File: config.mk
export PLATFORM = sky130hd
export DESIGN_NAME = front_coding_string_encoder
export DESIGN_NICKNAME = d
export VERILOG_FILES = /design/src/sv/fce_pkg.sv /design/src/sv/fce_ram.sv /design/src/sv/fce_ctrl.sv /design/src/sv/fce_dp.sv /design/src/sv/front_coding_string_encoder.sv
export SDC_FILE = /design/constraint.sdc
export NUM_CORES = 2
export LEC_CHECK = 0
export BUFFER_PORTS_ARGS = -buffer_cell sky130_fd_sc_hd__clkbuf_2
export CORE_ASPECT_RATIO = 0.9
export CORE_UTILIZATION = 25
export CTS_BUF_LIST = sky130_fd_sc_hd__clkbuf_4
export CTS_CLUSTER_DIAMETER = 100
export CTS_CLUSTER_SIZE = 28
export DETAILED_ROUTE_END_ITERATION = 8
export GPL_TIMING_DRIVEN = 0
export HOLD_SLACK_MARGIN = 0.12
export PLACE_DENSITY = 0.48
export SETUP_SLACK_MARGIN = 0.15
export SYNTH_ARGS = -nofsm -noshare
export SYNTH_HDL_FRONTEND = slang
export SYNTH_SLANG_ARGS = --single-unit
File: constraint.sdc
create_clock -name clk -period 7.04 [get_ports clk]
set_input_delay 0.704 -clock clk [delete_from_list [all_inputs] [get_ports clk]]
set_output_delay 0.704 -clock clk [all_outputs]
set_load 0.01 [all_outputs]
File: src/sv/fce_pkg.sv
// ----------------------------------------------------------------------------
// fce_pkg
// shared constants and controller/datapath interface types for the front
// coding string encoder
// ----------------------------------------------------------------------------
package fce_pkg;

  localparam int BLOCK_STRINGS = 16;
  localparam int MAX_LEN       = 62;

  localparam int LEN_W  = $clog2(MAX_LEN + 1);
  localparam int DEPTH  = 2 * MAX_LEN;
  localparam int ADDR_W = $clog2(DEPTH);
  localparam int IDX_W  = (BLOCK_STRINGS > 1) ? $clog2(BLOCK_STRINGS) : 1;

  // controller to datapath
  typedef struct packed {
    logic take;     // input transaction, latch byte and flags
    logic cmp;      // match compare and store of the latched byte
    logic ld_pfx;   // load prefix length into output register
    logic ld_sfx;   // load suffix length into output register
    logic ld_data;  // load one suffix byte from the store
    logic close;    // string done, swap banks and reset counters
    logic rd_emit;  // read address follows the emit pointer
  } fce_cmd_t;

  // datapath to controller
  typedef struct packed {
    logic str_end;     // latched item closes the string
    logic sfx_zero;    // suffix length is zero
    logic data_last;   // emit pointer is on the final suffix byte
    logic out_free;    // output register can take a new byte
  } fce_status_t;

endpackage

File: src/sv/fce_ram.sv
// ----------------------------------------------------------------------------
// fce_ram
// generic simple dual port ram, one write and one registered read per cycle
// ----------------------------------------------------------------------------
module fce_ram #(
  parameter int WIDTH = 8,
  parameter int DEPTH = 16
) (
  input  logic                     clk,
  input  logic                     we,
  input  logic [$clog2(DEPTH)-1:0] waddr,
  input  logic [WIDTH-1:0]         wdata,
  input  logic [$clog2(DEPTH)-1:0] raddr,
  output logic [WIDTH-1:0]         rdata
);

  logic [WIDTH-1:0] mem [DEPTH];

  always_ff @(posedge clk) begin
    if (we) begin
      mem[waddr] <= wdata;
    end
    rdata <= mem[raddr];
  end

endmodule

File: src/sv/fce_ctrl.sv
// ----------------------------------------------------------------------------
// fce_ctrl
// sequencer: byte intake, match pass, header bytes and suffix readout
// ----------------------------------------------------------------------------
module fce_ctrl
  import fce_pkg::*;
(
  input  logic        clk,
  input  logic        rst_n,
  input  logic        in_tvalid,
  output logic        in_tready,
  input  fce_status_t status,
  output fce_cmd_t    cmd
);

  typedef enum logic [2:0] {
    S_IDLE,
    S_CMP,
    S_HDR_P,
    S_HDR_S,
    S_RD,
    S_LD
  } state_t;

  state_t state_r, state_nxt;

  always_comb begin
    state_nxt = state_r;
    cmd       = '0;
    in_tready = 1'b0;
    case (state_r)
      S_IDLE: begin
        in_tready = 1'b1;
        if (in_tvalid) begin
          cmd.take  = 1'b1;
          state_nxt = S_CMP;
        end
      end
      S_CMP: begin
        cmd.cmp   = 1'b1;
        state_nxt = status.str_end ? S_HDR_P : S_IDLE;
      end
      S_HDR_P: begin
        if (status.out_free) begin
          cmd.ld_pfx = 1'b1;
          state_nxt  = S_HDR_S;
        end
      end
      S_HDR_S: begin
        if (status.out_free) begin
          cmd.ld_sfx = 1'b1;
          if (status.sfx_zero) begin
            cmd.close = 1'b1;
            state_nxt = S_IDLE;
          end else begin
            state_nxt = S_RD;
          end
        end
      end
      S_RD: begin
        cmd.rd_emit = 1'b1;
        state_nxt   = S_LD;
      end
      S_LD: begin
        // address held so read data stays valid while stalled
        cmd.rd_emit = 1'b1;
        if (status.out_free) begin
          cmd.ld_data = 1'b1;
          if (status.data_last) begin
            cmd.close = 1'b1;
            state_nxt = S_IDLE;
          end else begin
            state_nxt = S_RD;
          end
        end
      end
      default: begin
        state_nxt = S_IDLE;
      end
    endcase
  end

  always_ff @(posedge clk) begin
    if (!rst_n) begin
      state_r <= S_IDLE;
    end else begin
      state_r <= state_nxt;
    end
  end

endmodule

File: src/sv/fce_dp.sv
// ----------------------------------------------------------------------------
// fce_dp
// datapath: two-bank string store, length and match counters, output register
// ----------------------------------------------------------------------------
module fce_dp
  import fce_pkg::*;
(
  input  logic        clk,
  input  logic        rst_n,
  input  fce_cmd_t    cmd,
  output fce_status_t status,
  input  logic [7:0]  in_byte,
  input  logic        in_eos,
  input  logic        in_empty,
  output logic        out_valid,
  input  logic        out_ready,
  output logic [7:0]  out_byte,
  output logic        out_last,
  output logic        out_bs,
  output logic        out_tl
);

  // latched input transaction
  logic [7:0]       byte_r;
  logic             eos_r;
  logic             empty_r;

  logic             bank_r, bank_nxt;
  logic [LEN_W-1:0] last_len_r, last_len_nxt;
  logic [LEN_W-1:0] cur_len_r, cur_len_nxt;
  logic [LEN_W-1:0] match_r, match_nxt;
  logic             still_r, still_nxt;
  logic [IDX_W-1:0] idx_r, idx_nxt;
  logic             ovf_r, ovf_nxt;
  logic [LEN_W-1:0] pos_r;

  logic             oval_r;
  logic [7:0]       obyte_r;
  logic             olast_r;
  logic             obs_r;
  logic             otl_r;

  logic [ADDR_W-1:0] cur_base, prv_base, waddr, raddr;
  logic [7:0]        rdata;
  logic              we;
  logic              room;
  logic              bs;
  logic [LEN_W-1:0]  pfx_raw, prefix, suffix;
  logic              load;

  assign cur_base = bank_r ? ADDR_W'(MAX_LEN) : '0;
  assign prv_base = bank_r ? '0 : ADDR_W'(MAX_LEN);
  assign room     = (cur_len_r < LEN_W'(MAX_LEN));
  assign we       = cmd.cmp && !empty_r && room;
  assign waddr    = cur_base + ADDR_W'(cur_len_r);
  assign raddr    = cmd.rd_emit ? (cur_base + ADDR_W'(pos_r))
                                : (prv_base + ADDR_W'(cur_len_r));

  fce_ram #(
    .WIDTH (8),
    .DEPTH (DEPTH)
  ) u_store (
    .clk   (clk),
    .we    (we),
    .waddr (waddr),
    .wdata (byte_r),
    .raddr (raddr),
    .rdata (rdata)
  );

  assign bs      = (idx_r == '0);
  assign pfx_raw = bs ? '0 : match_r;
  assign prefix  = (pfx_raw > cur_len_r) ? cur_len_r : pfx_raw;
  assign suffix  = cur_len_r - prefix;
  assign load    = cmd.ld_pfx || cmd.ld_sfx || cmd.ld_data;

  assign status.str_end   = eos_r || empty_r;
  assign status.sfx_zero  = (suffix == '0);
  assign status.data_last = (({1'b0, pos_r} + (LEN_W+1)'(1)) == {1'b0, cur_len_r});
  assign status.out_free  = !oval_r || out_ready;

  always_comb begin
    bank_nxt     = bank_r;
    last_len_nxt = last_len_r;
    cur_len_nxt  = cur_len_r;
    match_nxt    = match_r;
    still_nxt    = still_r;
    idx_nxt      = idx_r;
    ovf_nxt      = ovf_r;
    if (cmd.cmp && !empty_r) begin
      if (!room) begin
        ovf_nxt = 1'b1;
      end else begin
        // rdata holds the previous string's byte at this position
        if (still_r && (cur_len_r < last_len_r) && (rdata == byte_r)) begin
          match_nxt = match_r + LEN_W'(1);
        end else begin
          still_nxt = 1'b0;
        end
        cur_len_nxt = cur_len_r + LEN_W'(1);
      end
    end
    if (cmd.close) begin
      last_len_nxt = cur_len_r;
      bank_nxt     = ~bank_r;
      cur_len_nxt  = '0;
      match_nxt    = '0;
      still_nxt    = 1'b1;
      ovf_nxt      = 1'b0;
      idx_nxt      = (idx_r == IDX_W'(BLOCK_STRINGS - 1)) ? '0 : idx_r + IDX_W'(1);
    end
  end

  always_ff @(posedge clk) begin
    if (!rst_n) begin
      bank_r     <= 1'b0;
      last_len_r <= '0;
      cur_len_r  <= '0;
      match_r    <= '0;
      still_r    <= 1'b1;
      idx_r      <= '0;
      ovf_r      <= 1'b0;
      oval_r     <= 1'b0;
    end else begin
      bank_r     <= bank_nxt;
      last_len_r <= last_len_nxt;
      cur_len_r  <= cur_len_nxt;
      match_r    <= match_nxt;
      still_r    <= still_nxt;
      idx_r      <= idx_nxt;
      ovf_r      <= ovf_nxt;
      if (load) begin
        oval_r <= 1'b1;
      end else if (out_ready) begin
        oval_r <= 1'b0;
      end
    end
  end

  always_ff @(posedge clk) begin
    if (cmd.take) begin
      byte_r  <= in_byte;
      eos_r   <= in_eos;
      empty_r <= in_empty;
    end
    if (cmd.ld_sfx) begin
      pos_r <= prefix;
    end else if (cmd.ld_data) begin
      pos_r <= pos_r + LEN_W'(1);
    end
    if (cmd.ld_pfx) begin
      obyte_r <= 8'(prefix);
      olast_r <= 1'b0;
      obs_r   <= bs;
      otl_r   <= ovf_r;
    end else if (cmd.ld_sfx) begin
      obyte_r <= 8'(suffix);
      olast_r <= (suffix == '0);
      obs_r   <= 1'b0;
      otl_r   <= ovf_r;
    end else if (cmd.ld_data) begin
      obyte_r <= rdata;
      olast_r <= status.data_last;
      obs_r   <= 1'b0;
      otl_r   <= ovf_r;
    end
  end

  assign out_valid = oval_r;
  assign out_byte  = obyte_r;
  assign out_last  = olast_r;
  assign out_bs    = obs_r;
  assign out_tl    = otl_r;

  // match can never run past the bytes gathered
  a_match_le_len: assert property (@(posedge clk) disable iff (!rst_n)
    match_r <= cur_len_r)
    else $error("match length exceeds current length");

  // no store write once the string is at its length limit
  a_write_in_bank: assert property (@(posedge clk) disable iff (!rst_n)
    we |-> (cur_len_r < LEN_W'(MAX_LEN)))
    else $error("store write beyond bank");

  // block start only ever marks a prefix byte, which is never the last
  a_bs_not_last: assert property (@(posedge clk) disable iff (!rst_n)
    (oval_r && obs_r) |-> !olast_r)
    else $error("block start on a final byte");

  // a new byte never overwrites one that is still waiting
  a_no_overwrite: assert property (@(posedge clk) disable iff (!rst_n)
    (oval_r && !out_ready) |=> (oval_r && $stable(obyte_r)))
    else $error("pending output byte lost");

endmodule

File: src/sv/front_coding_string_encoder.sv
// ----------------------------------------------------------------------------
// front_coding_string_encoder
// front coding of a byte stream of strings: prefix length, suffix length,
// suffix bytes, with the prefix restarted at each block of strings
// ----------------------------------------------------------------------------
//  channel | dir | tdata        | tlast          | tuser
//  in_     | in  | data_byte    | end_of_string  | empty_string
//  out_    | out | out_byte     | out_last       | [0] block_start [1] too_long
//
//  an input byte is taken as the transaction, then the match and store
//  pass, which waits on the registered read of the string store
//  a closed string adds the two length bytes, and each suffix byte takes a read
//  state and a load state, since readout shares the store's single read port
//  rst_n is synchronous and active low; the store needs no clearing pass
//  output stalls hold the sequencer, input stays not ready until done
// ----------------------------------------------------------------------------
module front_coding_string_encoder
  import fce_pkg::*;
(
  input  logic       clk,
  input  logic       rst_n,
  input  logic       in_tvalid,
  output logic       in_tready,
  input  logic [7:0] in_tdata,   // [7:0] data_byte
  input  logic       in_tlast,
  input  logic       in_tuser,   // [0] empty_string
  output logic       out_tvalid,
  input  logic       out_tready,
  output logic [7:0] out_tdata,  // [7:0] out_byte
  output logic       out_tlast,
  output logic [1:0] out_tuser   // [0] block_start, [1] too_long
);

  fce_cmd_t    cmd;
  fce_status_t status;

  fce_ctrl u_ctrl (
    .clk       (clk),
    .rst_n     (rst_n),
    .in_tvalid (in_tvalid),
    .in_tready (in_tready),
    .status    (status),
    .cmd       (cmd)
  );

  fce_dp u_dp (
    .clk       (clk),
    .rst_n     (rst_n),
    .cmd       (cmd),
    .status    (status),
    .in_byte   (in_tdata),
    .in_eos    (in_tlast),
    .in_empty  (in_tuser),
    .out_valid (out_tvalid),
    .out_ready (out_tready),
    .out_byte  (out_tdata),
    .out_last  (out_tlast),
    .out_bs    (out_tuser[0]),
    .out_tl    (out_tuser[1])
  );

endmodule

==> reports/metrics.cfg <==
[status]
status=finished, violations left
violations=max-capacitance violations, max-slew violations

[routing]
routed_via_density=4.603
route.vias.total=21750
wl_per_cell_um=24.06
wirelength_mm=113.7
dr.pass1.iters=7
postRouteAntennaNets=0
route.detailed.drc=0
first_iter_violations=2045

[yosys]
yosysTopAreaCell=edfxtp_1
synth.most_common_cell=edfxtp_1
netlist-cell-type-count=72
synth_edf_count=1016
synthArstFlopShare_pct=0
syn_area_um2=42930
synth-seq-cells=1056
synth_fp_nets=2386
synth_seq_area_share_pct=72.93
syn_inst=2335
netlist_top_cells_count=edfxtp_1 (1016), mux4_2 (248), nand2_1 (236)
yosys_warnings=0
avgSynthCellArea_um2=18.39
yosys_most_used_dff=edfxtp_1
synth_top_area_share_pct=71.06
synthTopCellsByArea=edfxtp_1 (71%), mux4_2 (13%), nand2_1 (2.1%)

[sta]
min_period_ns=6.070
setup_violations=0
post-route-period-util_pct=86.23
finalSetupTns_ns=0
hold_viol_final=0
tightestPinTransition_ns=1.504
slew_violations=10
fmax_mhz=164.7
rsz0062_at_grt=false
fin_skew_ns=0.08800
slew_headroom_pct=-0.2664

[setup_path]
crit_required_ns=7.98
cp-startpoint=u_dp.idx_r[0]
r2r_start=u_dp.idx_r[0]
worstSetupEndpointType=flip-flop
startpoint_type=flip-flop
cp.arrival_ns=7.01
critPathMaxStageDelay_ns=0.72
crit_type=reg -> reg
crit_slowest_cell=nor4b_2
path_cells=inv_1 -> ha_1 -> or3b_4 -> buf_6 -> nand2_2 -> inv_1 -> ha_1 -> a221oi_1 -> nor3_1 -> a211oi_2 -> nor2_1 -> nand2_1 -> o21ai_0 -> ha_1 -> inv_1 -> fa_1 -> a21oi_1 -> xor2_1 -> o311ai_0 -> nor4b_2 -> a31oi_4 -> buf_6 -> and3_1
crit_fanout=10
cp_top_family=simple AND/OR/NAND/NOR gates
crit_buf_inv=5

[floorplanning]
die-area_um2=173400
initial_core_util_pct=25.31
die_w_um=438.8
fp-row-count=143
boundaryPins=27
core-area_um2=169600
die_h_um=395.1

[finish]
multi_input_area_um2=10920
seqCellArea_um2=31310
post-route-util_pct=28.12
drive_gt1_share_pct=18.59
fin_area_um2=47700
fillers=16920
layout-area-overhead-vs-synth_pct=11.10
stdcell_count=4725
fin_nets=2517

[placement]
place_congestion=0.8732
placed_cell_area_um2=47070
io_buffers=26
hpwl_mm=78.38
dp_cells=4653

[grt]
grt_max_degree=33
use_met3_pct=1.805
busiest_layer=met2
use_met1_pct=18.89
globalRouteMet2Util_pct=20.22
grt_pass1_vias=21740
grtUsageTotal_pct=12.88
grt_pass1_wl_mm=162.3
grt_overflow=0
grt_antenna_before_repair=8

[clock_network]
cts_inserted_buffers=45
cts_root_buffer=clkbuf_4
ctsHtreeMaxLevel=2
cts.clk_slew.worst_paths_ns=0.26
postCtsSetupRepairBufs=0
ctsLongestPathBuffers=3
clkLatencyLatePin_ns=1.07
cts_tree=done
cts.sinks=1056
ctsResizeCount=0

[worst_hold_path]
hold_start=in_tdata[4]
hp-class=in -> reg

[pwr]
ir_drop_mv=0.09586
power.total_mw=10.19
cellPowerDensity_nw_per_um2=213.6
leakagePower_nw=14.73

[run]
drv_cap=1

[layout by cell type (no fill, tap or decap), types with 11 or more instances in the layout]
cell type and n:
edfxtp_1 1016, mux4_2 248, nand2_1 236, nor2_1 162, mux2i_1 63, clkbuf_1 55
nand3_1 51, clkbuf_4 45, buf_16 40, dfxtp_1 40, a31oi_1 35, ha_1 33
clkbuf_2 31, inv_1 30, a21oi_1 29, xnor2_1 28, and3_1 28, buf_2 26
o21ai_0 22, buf_1 17, buf_4 16, a311oi_1 16, and2_1 14, xor2_1 14
dlygate4sd3_1 13, a211oi_1 12, mux2_2 11
[power by group]
part	switching [mW]	internal (mW)
combinational	0.582	0.389
clock	1.84	0.394
sequential	0.0363	6.95
total	2.45	7.74
[kinds of logic after synthesis]
family	count (synthesis)	synth area share (%)
XOR/XNOR	44	0.9588
buffers and inverters	155	1.658
AND/OR/NAND/NOR	541	5.514
adder cells (fa/ha/maj)	38	1.172
multiplexers	323	14.80
AO/OA/AOI/OAI	178	2.973
flip-flops	1056	72.93
[final timing paths]
kind,end,slack [ns],cells after the start
worst max-delay path,u_dp.match_r[3],0.97,23
worst min-delay path,u_dp.byte_r[4],0.39,2
worst max register to register,u_dp.match_r[3],0.97,23
worst min register to register,u_dp.last_len_r[0],0.48,2
[registers in the layout, summed over array words and instances (netlist names), 4 cells and up]
register / count
u_dp.u_store.mem: 992
u_dp.out_byte: 8
u_dp.byte_r: 8
u_dp.u_store.rdata: 8
u_dp.pos_r: 6
u_dp.idx_r: 4
u_dp.cur_len_r: 6
u_dp.match_r: 6
u_dp.last_len_r: 6
[layout make-up]
cell class              count  share of cell area [%]
multi-input cells        1124                   22.89
inverters                  31                  0.2440
diodes                      4                 0.02099
clock buffers              45                  0.7083
plain buffers             124                   1.262
flip-flops and latches   1056                   65.64
repair buffers             84                   3.035
well taps                2247                   5.894
clock inverters            10                  0.3069
[timing repair]
action / in CTS / in global routing
hold endpoints to repair: 20 / 0
hold buffers: 13 / 0
endpoints found under the setup margin: 0 / 0
[layer usage]
metal | vias up | wire, µm
li1 | 9483 | -
met1 | 11600 | 53280
met2 | 550 | 52580
met3 | 112 | 5693
met4 | 6 | 2098
met5 | - | 41
[worst reg2reg max path, stage by stage, from the launching register on]
cell and delay, ns:
dfxtp_1 0.40, inv_1 0.08, ha_1 0.14, or3b_4 0.41, buf_6 0.16, nand2_2 0.12, inv_1 0.13, ha_1 0.33
a221oi_1 0.08, nor3_1 0.51, a211oi_2 0.15, nor2_1 0.47, nand2_1 0.12, o21ai_0 0.21, ha_1 0.26, inv_1 0.06
fa_1 0.42, a21oi_1 0.25, xor2_1 0.19, o311ai_0 0.16, nor4b_2 0.72, a31oi_4 0.27, buf_6 0.22, and3_1 0.16
[metrics by stage]
| stage | setup WS, ns | hold slack (ns) |
|---|---|---|
| after global routing | 0.6592 | 0.3398 |
| final | 0.9698 | 0.3932 |
| after global placement | 0.4085 | 0.4457 |
| after floorplan | 2.142 | 0.4090 |
| after detailed placement | 1.018 | 0.4558 |
| after CTS | 1.018 | 0.2670 |
(Power assumes the default switching activity.)
